File: config.mk
export PLATFORM = sky130hd
export DESIGN_NAME = mpi_unexpected_message_match_queue
export DESIGN_NICKNAME = d
export VERILOG_FILES = /design/src/sv/mpi_umq_pkg.sv /design/src/sv/mpi_umq_ctrl.sv /design/src/sv/mpi_umq_dp.sv /design/src/sv/mpi_unexpected_message_match_queue.sv
export SDC_FILE = /design/constraint.sdc
export NUM_CORES = 2
export LEC_CHECK = 0
export BUFFER_PORTS_ARGS = -buffer_cell sky130_fd_sc_hd__buf_2
export CORE_MARGIN = 2
export CORE_UTILIZATION = 39
export DETAILED_ROUTE_END_ITERATION = 10
export GPL_ROUTABILITY_DRIVEN = 0
export PLACE_DENSITY = 0.58
export SLEW_MARGIN = 0
export SYNTH_ARGS = -nofsm -noshare
export SYNTH_HDL_FRONTEND = slang
export SYNTH_HIERARCHICAL = 1
export SYNTH_SLANG_ARGS = --single-unit
File: constraint.sdc
create_clock -name clk -period 24.9 [get_ports clk]
set_input_delay 3.735 -clock clk [delete_from_list [all_inputs] [get_ports clk]]
set_output_delay 3.735 -clock clk [all_outputs]
set_load 0.03 [all_outputs]
File: src/sv/mpi_umq_pkg.sv
// shared types and constants for the unexpected-message match queue
package mpi_umq_pkg;

    localparam int QUEUE_DEPTH_DEF = 16;

    localparam int OP_W     = 2;
    localparam int ST_W     = 2;
    localparam int SRC_W    = 16;
    localparam int TAG_W    = 31;
    localparam int COMM_W   = 8;
    localparam int BYTES_W  = 31;
    localparam int HANDLE_W = 8;

    localparam logic [OP_W-1:0] OP_INSERT  = 2'd0;
    localparam logic [OP_W-1:0] OP_PROBE   = 2'd1;
    localparam logic [OP_W-1:0] OP_CONSUME = 2'd2;

    localparam logic [ST_W-1:0] ST_OK       = 2'd0;
    localparam logic [ST_W-1:0] ST_NO_MATCH = 2'd1;
    localparam logic [ST_W-1:0] ST_FULL     = 2'd2;

    typedef struct packed {
        logic load;
        logic match;
        logic pick;
        logic commit;
    } umq_cmd_t;

    typedef struct packed {
        logic new_insert;
    } umq_stat_t;

endpackage

File: src/sv/mpi_umq_ctrl.sv
// controller state machine for the unexpected-message match queue
module mpi_umq_ctrl (
    input  logic                   clk,
    input  logic                   rst_n,
    input  logic                   start,
    input  mpi_umq_pkg::umq_stat_t stat,
    output mpi_umq_pkg::umq_cmd_t  cmd,
    output logic                   busy,
    output logic                   done
);

    localparam logic [1:0] S_IDLE  = 2'd0;
    localparam logic [1:0] S_MATCH = 2'd1;
    localparam logic [1:0] S_PICK  = 2'd2;
    localparam logic [1:0] S_FIN   = 2'd3;

    logic [1:0] state_reg;
    logic [1:0] state_next;
    logic       done_reg;
    logic       done_next;

    always_comb
    begin
        state_next = state_reg;
        done_next  = 1'b0;
        cmd        = '0;
        case (state_reg)
            S_IDLE:
            begin
                if (start)
                begin
                    cmd.load   = 1'b1;
                    state_next = stat.new_insert ? S_FIN : S_MATCH;
                end
            end
            S_MATCH:
            begin
                cmd.match  = 1'b1;
                state_next = S_PICK;
            end
            S_PICK:
            begin
                cmd.pick   = 1'b1;
                state_next = S_FIN;
            end
            S_FIN:
            begin
                cmd.commit = 1'b1;
                done_next  = 1'b1;
                state_next = S_IDLE;
            end
            default:
            begin
                state_next = S_IDLE;
            end
        endcase
    end

    always_ff @(posedge clk or negedge rst_n)
    begin
        if (!rst_n)
        begin
            state_reg <= S_IDLE;
            done_reg  <= 1'b0;
        end
        else
        begin
            state_reg <= state_next;
            done_reg  <= done_next;
        end
    end

    assign busy = (state_reg != S_IDLE);
    assign done = done_reg;

    a_fin_gives_done: assert property (@(posedge clk) disable iff (!rst_n)
        state_reg == S_FIN |=> done)
        else $error("result strobe missing after commit");

    a_done_when_idle: assert property (@(posedge clk) disable iff (!rst_n)
        done |-> !busy)
        else $error("result strobe while busy");

    a_start_goes_busy: assert property (@(posedge clk) disable iff (!rst_n)
        start && !busy |=> busy)
        else $error("accepted request did not start work");

endmodule

File: src/sv/mpi_umq_dp.sv
// datapath of the unexpected-message match queue: entries, match, pick, compaction
module mpi_umq_dp #(
    parameter int QUEUE_DEPTH = mpi_umq_pkg::QUEUE_DEPTH_DEF
) (
    input  logic                                clk,
    input  logic                                rst_n,
    input  mpi_umq_pkg::umq_cmd_t               cmd,
    output mpi_umq_pkg::umq_stat_t              stat,
    input  logic [mpi_umq_pkg::OP_W-1:0]        operation,
    input  logic [mpi_umq_pkg::SRC_W-1:0]       src_rank,
    input  logic                                any_source,
    input  logic [mpi_umq_pkg::TAG_W-1:0]       tag_value,
    input  logic                                any_tag,
    input  logic [mpi_umq_pkg::COMM_W-1:0]      comm_id,
    input  logic [mpi_umq_pkg::BYTES_W-1:0]     msg_bytes,
    input  logic [mpi_umq_pkg::BYTES_W-1:0]     request_bytes,
    input  logic [mpi_umq_pkg::HANDLE_W-1:0]    payload_handle,
    output logic [mpi_umq_pkg::ST_W-1:0]        status_code,
    output logic                                found,
    output logic [mpi_umq_pkg::SRC_W-1:0]       out_source,
    output logic [mpi_umq_pkg::TAG_W-1:0]       out_tag,
    output logic [mpi_umq_pkg::BYTES_W-1:0]     out_bytes,
    output logic [mpi_umq_pkg::BYTES_W-1:0]     copy_bytes,
    output logic [mpi_umq_pkg::HANDLE_W-1:0]    out_handle
);

    localparam int CW = $clog2(QUEUE_DEPTH + 1);

    // latched request
    logic [mpi_umq_pkg::OP_W-1:0]     op_reg;
    logic [mpi_umq_pkg::SRC_W-1:0]    src_reg;
    logic                             anys_reg;
    logic [mpi_umq_pkg::TAG_W-1:0]    tag_reg;
    logic                             anyt_reg;
    logic [mpi_umq_pkg::COMM_W-1:0]   comm_reg;
    logic [mpi_umq_pkg::BYTES_W-1:0]  mbytes_reg;
    logic [mpi_umq_pkg::BYTES_W-1:0]  rbytes_reg;
    logic [mpi_umq_pkg::HANDLE_W-1:0] handle_reg;

    // queue entries, oldest at index 0
    logic [mpi_umq_pkg::SRC_W-1:0]    ent_src_reg    [QUEUE_DEPTH];
    logic [mpi_umq_pkg::TAG_W-1:0]    ent_tag_reg    [QUEUE_DEPTH];
    logic [mpi_umq_pkg::COMM_W-1:0]   ent_comm_reg   [QUEUE_DEPTH];
    logic [mpi_umq_pkg::BYTES_W-1:0]  ent_bytes_reg  [QUEUE_DEPTH];
    logic [mpi_umq_pkg::HANDLE_W-1:0] ent_handle_reg [QUEUE_DEPTH];
    logic [QUEUE_DEPTH-1:0]           vld_reg;
    logic [CW-1:0]                    cnt_reg;

    logic [QUEUE_DEPTH-1:0]           match_reg;
    logic [QUEUE_DEPTH-1:0]           hit_reg;
    logic                             any_hit_reg;

    logic [mpi_umq_pkg::ST_W-1:0]     status_code_reg;
    logic                             found_reg;
    logic [mpi_umq_pkg::SRC_W-1:0]    out_source_reg;
    logic [mpi_umq_pkg::TAG_W-1:0]    out_tag_reg;
    logic [mpi_umq_pkg::BYTES_W-1:0]  out_bytes_reg;
    logic [mpi_umq_pkg::BYTES_W-1:0]  copy_bytes_reg;
    logic [mpi_umq_pkg::HANDLE_W-1:0] out_handle_reg;

    logic [QUEUE_DEPTH-1:0]           match_next;
    logic [QUEUE_DEPTH-1:0]           shift_mask;
    logic [mpi_umq_pkg::SRC_W-1:0]    sel_src;
    logic [mpi_umq_pkg::TAG_W-1:0]    sel_tag;
    logic [mpi_umq_pkg::BYTES_W-1:0]  sel_bytes;
    logic [mpi_umq_pkg::HANDLE_W-1:0] sel_handle;
    logic                             is_insert;
    logic                             is_search;
    logic                             is_consume;
    logic                             full;
    logic                             do_insert;
    logic                             do_remove;
    logic [mpi_umq_pkg::BYTES_W-1:0]  min_bytes;

    assign stat.new_insert = (operation == mpi_umq_pkg::OP_INSERT);

    assign is_insert  = (op_reg == mpi_umq_pkg::OP_INSERT);
    assign is_consume = (op_reg == mpi_umq_pkg::OP_CONSUME);
    assign is_search  = (op_reg == mpi_umq_pkg::OP_PROBE) || is_consume;
    assign full       = (cnt_reg == CW'(QUEUE_DEPTH));
    assign do_insert  = cmd.commit && is_insert && !full;
    assign do_remove  = cmd.commit && is_consume && any_hit_reg;
    assign shift_mask = ~(hit_reg - QUEUE_DEPTH'(1));
    assign min_bytes  = (rbytes_reg < sel_bytes) ? rbytes_reg : sel_bytes;

    always_comb
    begin
        for (int i = 0; i < QUEUE_DEPTH; i++)
        begin
            match_next[i] = vld_reg[i]
                && (anys_reg || ent_src_reg[i] == src_reg)
                && (anyt_reg || ent_tag_reg[i] == tag_reg)
                && (ent_comm_reg[i] == comm_reg);
        end
    end

    // one-hot readout of the picked entry
    always_comb
    begin
        sel_src    = '0;
        sel_tag    = '0;
        sel_bytes  = '0;
        sel_handle = '0;
        for (int i = 0; i < QUEUE_DEPTH; i++)
        begin
            sel_src    = sel_src    | (ent_src_reg[i]    & {mpi_umq_pkg::SRC_W{hit_reg[i]}});
            sel_tag    = sel_tag    | (ent_tag_reg[i]    & {mpi_umq_pkg::TAG_W{hit_reg[i]}});
            sel_bytes  = sel_bytes  | (ent_bytes_reg[i]  & {mpi_umq_pkg::BYTES_W{hit_reg[i]}});
            sel_handle = sel_handle
                       | (ent_handle_reg[i] & {mpi_umq_pkg::HANDLE_W{hit_reg[i]}});
        end
    end

    always_ff @(posedge clk)
    begin
        if (cmd.load)
        begin
            op_reg     <= operation;
            src_reg    <= src_rank;
            anys_reg   <= any_source;
            tag_reg    <= tag_value;
            anyt_reg   <= any_tag;
            comm_reg   <= comm_id;
            mbytes_reg <= msg_bytes;
            rbytes_reg <= request_bytes;
            handle_reg <= payload_handle;
        end
        if (cmd.match)
        begin
            match_reg <= match_next;
        end
        if (cmd.pick)
        begin
            hit_reg     <= match_reg & (~match_reg + QUEUE_DEPTH'(1));
            any_hit_reg <= |match_reg;
        end
        if (cmd.commit)
        begin
            status_code_reg <= mpi_umq_pkg::ST_NO_MATCH;
            found_reg       <= 1'b0;
            out_source_reg  <= '0;
            out_tag_reg     <= '0;
            out_bytes_reg   <= '0;
            copy_bytes_reg  <= '0;
            out_handle_reg  <= '0;
            if (is_insert)
            begin
                status_code_reg <= full ? mpi_umq_pkg::ST_FULL : mpi_umq_pkg::ST_OK;
            end
            else if (is_search && any_hit_reg)
            begin
                status_code_reg <= mpi_umq_pkg::ST_OK;
                found_reg       <= 1'b1;
                out_source_reg  <= sel_src;
                out_tag_reg     <= sel_tag;
                out_bytes_reg   <= sel_bytes;
                out_handle_reg  <= sel_handle;
                copy_bytes_reg  <= is_consume ? min_bytes : '0;
            end
        end
    end

    genvar g;
    generate
        for (g = 0; g < QUEUE_DEPTH; g++)
        begin : g_entry
            logic [mpi_umq_pkg::SRC_W-1:0]    up_src;
            logic [mpi_umq_pkg::TAG_W-1:0]    up_tag;
            logic [mpi_umq_pkg::COMM_W-1:0]   up_comm;
            logic [mpi_umq_pkg::BYTES_W-1:0]  up_bytes;
            logic [mpi_umq_pkg::HANDLE_W-1:0] up_handle;
            logic                             up_vld;

            if (g < QUEUE_DEPTH - 1)
            begin : g_mid
                assign up_src    = ent_src_reg[g+1];
                assign up_tag    = ent_tag_reg[g+1];
                assign up_comm   = ent_comm_reg[g+1];
                assign up_bytes  = ent_bytes_reg[g+1];
                assign up_handle = ent_handle_reg[g+1];
                assign up_vld    = vld_reg[g+1];
            end
            else
            begin : g_top
                assign up_src    = ent_src_reg[g];
                assign up_tag    = ent_tag_reg[g];
                assign up_comm   = ent_comm_reg[g];
                assign up_bytes  = ent_bytes_reg[g];
                assign up_handle = ent_handle_reg[g];
                assign up_vld    = 1'b0;
            end

            always_ff @(posedge clk)
            begin
                if (do_insert && cnt_reg == CW'(g))
                begin
                    ent_src_reg[g]    <= src_reg;
                    ent_tag_reg[g]    <= tag_reg;
                    ent_comm_reg[g]   <= comm_reg;
                    ent_bytes_reg[g]  <= mbytes_reg;
                    ent_handle_reg[g] <= handle_reg;
                end
                else if (do_remove && shift_mask[g])
                begin
                    ent_src_reg[g]    <= up_src;
                    ent_tag_reg[g]    <= up_tag;
                    ent_comm_reg[g]   <= up_comm;
                    ent_bytes_reg[g]  <= up_bytes;
                    ent_handle_reg[g] <= up_handle;
                end
            end

            always_ff @(posedge clk or negedge rst_n)
            begin
                if (!rst_n)
                begin
                    vld_reg[g] <= 1'b0;
                end
                else if (do_insert && cnt_reg == CW'(g))
                begin
                    vld_reg[g] <= 1'b1;
                end
                else if (do_remove && shift_mask[g])
                begin
                    vld_reg[g] <= up_vld;
                end
            end
        end
    endgenerate

    always_ff @(posedge clk or negedge rst_n)
    begin
        if (!rst_n)
        begin
            cnt_reg <= '0;
        end
        else if (do_insert)
        begin
            cnt_reg <= cnt_reg + CW'(1);
        end
        else if (do_remove)
        begin
            cnt_reg <= cnt_reg - CW'(1);
        end
    end

    assign status_code = status_code_reg;
    assign found       = found_reg;
    assign out_source  = out_source_reg;
    assign out_tag     = out_tag_reg;
    assign out_bytes   = out_bytes_reg;
    assign copy_bytes  = copy_bytes_reg;
    assign out_handle  = out_handle_reg;

    a_count_bound: assert property (@(posedge clk) disable iff (!rst_n)
        cnt_reg <= CW'(QUEUE_DEPTH))
        else $error("entry count beyond queue depth");

    a_count_tracks_valid: assert property (@(posedge clk) disable iff (!rst_n)
        $countones(vld_reg) == int'(cnt_reg))
        else $error("valid bits disagree with entry count");

endmodule

File: src/sv/mpi_unexpected_message_match_queue.sv
// top level of the unexpected-message match queue
// usage:
//   a request (insert, probe or consume) is transferred at a rising edge with
//   start high and busy low; all request fields are sampled at that edge.
//   each request yields exactly one result, shown for one cycle with done high;
//   the receiver takes it at the edge that ends that cycle and cannot stall it.
// sequence, from the accepting edge to the edge that takes the result:
//   insert: the commit cycle, then the result cycle
//   probe / consume: match register, priority pick, commit, result
// requests are taken one at a time: busy stays high until the commit is done; a new request
//   may be transferred in the same cycle that the previous result is shown.
// the match compares all entries in parallel into a register, a one-hot pick
//   of the oldest hit follows, and the commit cycle reads the entry and, for a
//   consume, closes the gap by shifting younger entries down one place.
// reset: the queue comes up empty and idle; no clearing pass is needed.
module mpi_unexpected_message_match_queue #(
    parameter int QUEUE_DEPTH = mpi_umq_pkg::QUEUE_DEPTH_DEF
) (
    input  logic                                clk,
    input  logic                                rst_n,
    input  logic                                start,
    output logic                                busy,
    output logic                                done,
    input  logic [mpi_umq_pkg::OP_W-1:0]        operation,
    input  logic [mpi_umq_pkg::SRC_W-1:0]       src_rank,
    input  logic                                any_source,
    input  logic [mpi_umq_pkg::TAG_W-1:0]       tag_value,
    input  logic                                any_tag,
    input  logic [mpi_umq_pkg::COMM_W-1:0]      comm_id,
    input  logic [mpi_umq_pkg::BYTES_W-1:0]     msg_bytes,
    input  logic [mpi_umq_pkg::BYTES_W-1:0]     request_bytes,
    input  logic [mpi_umq_pkg::HANDLE_W-1:0]    payload_handle,
    output logic [mpi_umq_pkg::ST_W-1:0]        status_code,
    output logic                                found,
    output logic [mpi_umq_pkg::SRC_W-1:0]       out_source,
    output logic [mpi_umq_pkg::TAG_W-1:0]       out_tag,
    output logic [mpi_umq_pkg::BYTES_W-1:0]     out_bytes,
    output logic [mpi_umq_pkg::BYTES_W-1:0]     copy_bytes,
    output logic [mpi_umq_pkg::HANDLE_W-1:0]    out_handle
);

    mpi_umq_pkg::umq_cmd_t  cmd;
    mpi_umq_pkg::umq_stat_t stat;

    mpi_umq_ctrl u_ctrl (
        .clk   (clk),
        .rst_n (rst_n),
        .start (start),
        .stat  (stat),
        .cmd   (cmd),
        .busy  (busy),
        .done  (done)
    );

    mpi_umq_dp #(
        .QUEUE_DEPTH (QUEUE_DEPTH)
    ) u_dp (
        .clk            (clk),
        .rst_n          (rst_n),
        .cmd            (cmd),
        .stat           (stat),
        .operation      (operation),
        .src_rank       (src_rank),
        .any_source     (any_source),
        .tag_value      (tag_value),
        .any_tag        (any_tag),
        .comm_id        (comm_id),
        .msg_bytes      (msg_bytes),
        .request_bytes  (request_bytes),
        .payload_handle (payload_handle),
        .status_code    (status_code),
        .found          (found),
        .out_source     (out_source),
        .out_tag        (out_tag),
        .out_bytes      (out_bytes),
        .copy_bytes     (copy_bytes),
        .out_handle     (out_handle)
    );

endmodule
## Word-level counts from Yosys, hierarchy flattened

Memories as Yosys holds them, arrays and structs flattened.
Index checks and enable logic that the tools add are counted.

| cells by class | value |
|---|---|
| add/sub/neg operators | 4 |
| bitwise logic cells | 209 |
| multiplexer cells | 207 |
| equality and inequality tests | 70 |
| reductions and logical operators | 144 |
| magnitude comparators | 1 |

Operator list:

| kind | count |
|---|---|
| 31-bit two-way mux | 33 |
| 31-bit AND | 32 |
| 31-bit OR | 30 |
| 31-bit == test | 16 |
| 16-bit AND | 17 |
| 16-bit == test | 16 |
| 16-bit two-way mux | 16 |
| 8-bit two-way mux | 32 |
| 16-bit OR | 15 |
| 8-bit AND | 16 |
| 8-bit == test | 16 |
| 8-bit OR | 15 |
| 1-bit two-way mux | 119 |
| 1-bit logical AND | 85 |
| 1-bit OR | 80 |
| 5-bit by 4-bit == test with 1-bit output, second input constant | 8 |
| 2-bit nonzero test | 18 |
| 1-bit logical OR | 33 |
| 16-bit inverter | 2 |
| 31-bit < comparator | 1 |
| 5-bit by 3-bit == test with 1-bit output, second input constant | 4 |
| 16-bit by 1-bit adder with 16-bit output, second input constant | 1 |
| 16-bit OR reduction | 1 |
| 16-bit by 1-bit subtractor with 16-bit output, second input constant | 1 |
| 17 further kinds | 28 |

| storage, ports and cells | value |
|---|---|
| output and inout bits | 122 |
| RAM bits | 1504 |
| input bits | 132 |
| logic and storage cells | 678 |
| register bits after elaboration | 306 |
| memories kept | 5 |

Memory list:

| memory | depth | bits a word | read ports | clocked after Yosys merged registers in | write ports | RTL line | text |
|---|---|---|---|---|---|---|---|
| u_dp.ent_bytes_reg | 16 | 31 | 16 | 0 | 16 | mpi_umq_dp.sv:44 | `logic [mpi_umq_pkg::BYTES_W-1:0] ent_bytes_reg [QUEUE_DEPTH];` |
| u_dp.ent_tag_reg | 16 | 31 | 16 | 0 | 16 | mpi_umq_dp.sv:42 | `logic [mpi_umq_pkg::TAG_W-1:0] ent_tag_reg [QUEUE_DEPTH];` |
| u_dp.ent_src_reg | 16 | 16 | 16 | 0 | 16 | mpi_umq_dp.sv:41 | `logic [mpi_umq_pkg::SRC_W-1:0] ent_src_reg [QUEUE_DEPTH];` |
| u_dp.ent_comm_reg | 16 | 8 | 16 | 0 | 16 | mpi_umq_dp.sv:43 | `logic [mpi_umq_pkg::COMM_W-1:0] ent_comm_reg [QUEUE_DEPTH];` |
| u_dp.ent_handle_reg | 16 | 8 | 16 | 0 | 16 | mpi_umq_dp.sv:45 | `logic [mpi_umq_pkg::HANDLE_W-1:0] ent_handle_reg [QUEUE_DEPTH];` |

## Depth between registers and ports, before layout

An unclocked memory read counts as a cell.

| logic depth | value |
|---|---|
| depth in word-level cells | 19 |
| depth in mapped cells | 14 |
| depth with buffers taken out | 11 |

## By module

The synthesis kept the hierarchy.

By module, submodules not included:

| module | cells an instance | area an instance (um^2) | instances | sequential area each (um^2) |
|---|---|---|---|---|
| mpi_umq_dp | 6296 | 91977.0 | 1 | 54156.9 |
| mpi_umq_ctrl | 18 | 211.5 | 1 | 75.1 |

## Worst setup path after synthesis

OpenSTA, ideal clock, no wires.

| timing | value |
|---|---|
| path type | register to register |
| start | register u_dp.hit_reg[0] |
| end | memory u_dp/ent_bytes_reg[0][186] (netlist bit), enable pin |
| buffers on the path | 4 |
| stages on the path, launching flop included | 11 |
| setup time | 676 ps |
| slack | 15589 ps |
| clock period less this slack | 9311 ps |
| required time | 24224 ps |
| data arrival time | 8635 ps |
| path through | edfxtp_1 clkbuf_1 clkbuf_1 clkbuf_1 inv_1 ha_1 or3b_2 clkbuf_1 nor3_1 xor2_1 o21ai_0 |

RTL lines:

| element | RTL line | text |
|---|---|---|
| start: declaration | mpi_umq_dp.sv:50 | `logic [QUEUE_DEPTH-1:0] hit_reg;` |
| start signal: assignment | mpi_umq_dp.sv:134 | `hit_reg <= match_reg & (~match_reg + QUEUE_DEPTH'(1));` |
| end: declaration | mpi_umq_dp.sv:44 |  |

## Worst setup path in the final report

| timing | value |
|---|---|
| start | register u_ctrl.state_reg[1] |
| end | output port busy |

| between the ends | value |
|---|---|
| cells in the longest elaborated chain, start to end | 1 |

RTL lines:

| element | RTL line | text |
|---|---|---|
| start: declaration | mpi_umq_ctrl.sv:17 | `logic [1:0] state_reg;` |
| start signal: assignment | mpi_umq_ctrl.sv:68 | `state_reg <= state_next;` |
| 2-bit nonzero test | mpi_umq_ctrl.sv:73 | `assign busy = (state_reg != S_IDLE);` |
| end: declaration | mpi_unexpected_message_match_queue.sv:22 | `output logic busy,` |

No other way between the ends.

==> impl_metrics.json <==
{
  "final_antenna_net_count": 0,
  "grt_remaining_overflow": 0,
  "timing.critical_path.arrival_ps": 2130,
  "clkSinkCount": 1810,
  "portBuffers": 253,
  "floorplan.core_area_um2": 235000,
  "post_route_setup_tns_ps": 0,
  "switching_share_pct": 35.5,
  "met3WireLength_um": 47000,
  "cts.htree.levels": 4,
  "min-delay-path-class": "register to register",
  "route.detailed.vias_per_inst": 6.49,
  "routed_len_inst_um": 38.4,
  "cts-buffers-inserted": 200,
  "ys.warnings.count": 6,
  "synth_area_per_cell_um2": 14.6,
  "detail_route.wirelength_um": 372000,
  "p_seq_share_pct": 40.7,
  "die_x_um": 490,
  "synth_cells": 6314,
  "routed-via-count": 62800,
  "yosysUniqueCellTypes": 60,
  "met2WireLength_um": 159000,
  "synth_async_sr_flop_share_pct": 1.33,
  "total_switching_power_uw": 3580,
  "max_stage_delay_ps": 420,
  "maxCapViolations": 2,
  "final_net_count": 6527,
  "detail_route.first_pass.iterations": 8,
  "wl_met1_um": 146000,
  "sequential_to_total_area_share_from_yosys_stat_pct": 58.8,
  "hold_viol": 0,
  "maxUsedRoutingLayer": "met5",
  "cts_max_path_buffers": 3,
  "cp_common_cell": "inv_1",
  "clockPowerShare_pct": 30.0,
  "dp_cells": 9299,
  "sequential_cell_area_um2": 54200,
  "internal_power_uw": 6500,
  "final_cell_area_um2": 103000,
  "postSynth.topFlopCell": "edfxtp_1",
  "combined_buffer_and_inverter_count_along_the_critical_path": 3,
  "max_stage_delay_cell_worst_path": "dfrtp_1",
  "drt_drc_violations_left": 0,
  "antenna_found_initial": 28,
  "global_route_total_usage_across_every_layer_pct": 29.9,
  "floorplan.initialDensity_pct": 39.2,
  "syn_to_final_growth_pct": 11.9,
  "timing.setup.critical_path_class": "register to output port",
  "grt_pass1_vias": 60600,
  "yosys_register_bits": 1810,
  "fillers": 21300,
  "fp.dieArea_um2": 240000,
  "fmax_ghz": 0.170,
  "leakagePower_uw": 0.0340,
  "grt_setup_unrepaired": "false",
  "pin_count_of_the_biggest_net_entering_global_routing": 75,
  "run_status": "finished, violations left",
  "detailedRoute.firstIterationViolations": 10500,
  "clock_latency_on_the_worst_skew_pair_ps": 910,
  "postCtsResizedCells": 0,
  "synth_area_um2": 92200,
  "clk_pin_slew_ps": 60,
  "max_ir_drop_vdd_uv": 77.8,
  "floorplan.die.height_um": 490,
  "first_pass_grt_wire_length_um": 506000,
  "crit_chain": "inv_1, ha_1, inv_1, buf_2",
  "setup-violations-final": 0,
  "comb_power_share_pct": 29.3,
  "worst-slew-pin-transition_ps": 1510,
  "final_period_minus_worst_setup_slack_ps": 5870,
  "cts_tree": "yes",
  "worst_clock_skew_ps": 84.7,
  "ratio_of_total_power_to_cell_area_nw_per_um2": 97.8,
  "endpoint_kind": "output port",
  "worst-endpoint-required_ps": 21160,
  "failed_checks": "capacitance limit, slew limit",
  "critPathLaunchType": "register",
  "synth-edff-count": 1786,
  "post_route_cells_drive_above_1_share_pct": 32.9,
  "drv_slew": 2,
  "post_layout_nonfiller_instances": 9679,
  "post-place-ws_ps": 19080,
  "final_critical_path_setup_slack_ps": 19030,
  "row_count": 178,
  "slew-limit-headroom_pct": -1.32,
  "clock_tree.root_cell": "clkbuf_16",
  "hpwlAfterDp_um": 224000,
  "finalCritPeriodShare_pct": 23.6,
  "post_cts.repair.setup_buffers": 0,
  "multi_input_comb_area_um2": 35600,
  "dpl-instance-area_um2": 96500,
  "top_level_ports": 254,
  "postSynthNetCount": 6490,
  "cp_top_family": "flip-flops",
  "hold_bufs_at_cts": 0,
  "crit_fanout": 4
}
## cells in the mapped netlist, drive strengths merged, types with 17 or more instances
library cell  count  area share [%]
edfxtp         1786              58
mux2           1410              17
xnor2           668             6.3
clkbuf          371             1.5
buf             233             1.3
a22oi           230             1.9
a221oi          229             2.2
a22o            229             2.2
xor2            229             2.2
nand4           167             1.1
nor4            102            0.71
nor2             97            0.39
nand2            84            0.34
nand3            80            0.45
and3             60            0.41
a31oi            57            0.39
ha               44            0.60
o21ai            42            0.23
mux2i            40            0.43
dfrtp            24            0.65
a21oi            18           0.098
inv              17           0.069
## metal layers
metal / vias to the layer above / track usage, %
li1: 24700 / -
met1: 32300 / 41.1
met2: 4719 / 44.0
met3: 1002 / 8.36
met4: 20 / 13.1
met5: - / 0
## power by group through the flow
stage / clock (uW) / sequential, uW / combinational (uW)
floorplan: 0 / 4190 / 1610
detailed placement: 0 / 4160 / 2830
finish: 3030 / 4100 / 2950
global route: 3180 / 4130 / 2980
global placement: 0 / 4150 / 2810
CTS: 3070 / 4100 / 2840
## cell families after synthesis
logic type	share of synthesized area [%]
DFF	58.8
muxes	17.9
xor gates and xnor gates	8.52
AOI/OAI and AO/OA	7.42
and+or+nand+nor	3.81
buffers and inverters	2.93
adders and majority gates	0.597
## metrics by stage
step / total power, uW / utilization, % / hold slack [ps]
finish: 10100 / 43.9 / 525
global placement: 6960 / 41.0 / 500
global route: 10300 / 43.8 / 539
floorplan: 5800 / - / 424
CTS: 10000 / 43.8 / 525
detailed placement: 6990 / 41.0 / 513
## final cells by class
| type | instances | share of cell area (%) |
|---|---|---|
| sequential | 1810 | 52.6 |
| clock inverter | 125 | 1.35 |
| clock buffer | 247 | 5.04 |
| antenna | 8 | 0.0194 |
| multi-input combinational | 3883 | 34.5 |
| tap | 3150 | 3.82 |
| inverter | 17 | 0.0619 |
| timing repair buffer | 439 | 2.63 |
## cell usage in the layout (no fill, tap or decap), drive strengths merged, types with 40 or more instances in the layout
cell type,n
nand3,80
nor2,97
mux2,1410
buf,439
clkinv,96
xnor2,668
o21ai,42
xor2,229
nand2,84
mux2i,40
a221oi,229
a22oi,230
clkbuf,247
nand4,167
ha,44
edfxtp,1786
a31oi,57
and3,60
nor4,102
a22o,229
## path summary, 6_finish.rpt
path / from / end / slack (ps) / depth (start not counted)
worst max-delay path: u_ctrl/state_reg[1] / busy / 19030 / 4
worst min-delay path: u_dp/g_entry[8].up_vld / u_dp/g_entry[8].up_vld / 520 / 1
worst max register to register: u_dp/hit_reg[0] / u_dp/ent_tag_reg[1][192] / 19510 / 11
worst min register to register: u_dp/g_entry[8].up_vld / u_dp/g_entry[8].up_vld / 520 / 1
max in group asynchronous: rst_n / u_dp/g_entry[7].up_vld / 21370 / 1
min in group asynchronous: rst_n / u_ctrl/done / 2920 / 1
## worst reg2reg max path, delay by kind of cell (launching register included)
family | cells | cell delay, ps
DFF | 1 | 380
and+or+nand+nor | 4 | 1540
xor gates and xnor gates | 1 | 280
buffers and inverters | 5 | 2460
adders and majority gates | 1 | 200
Note: power is estimated with default switching activity, not from simulation.
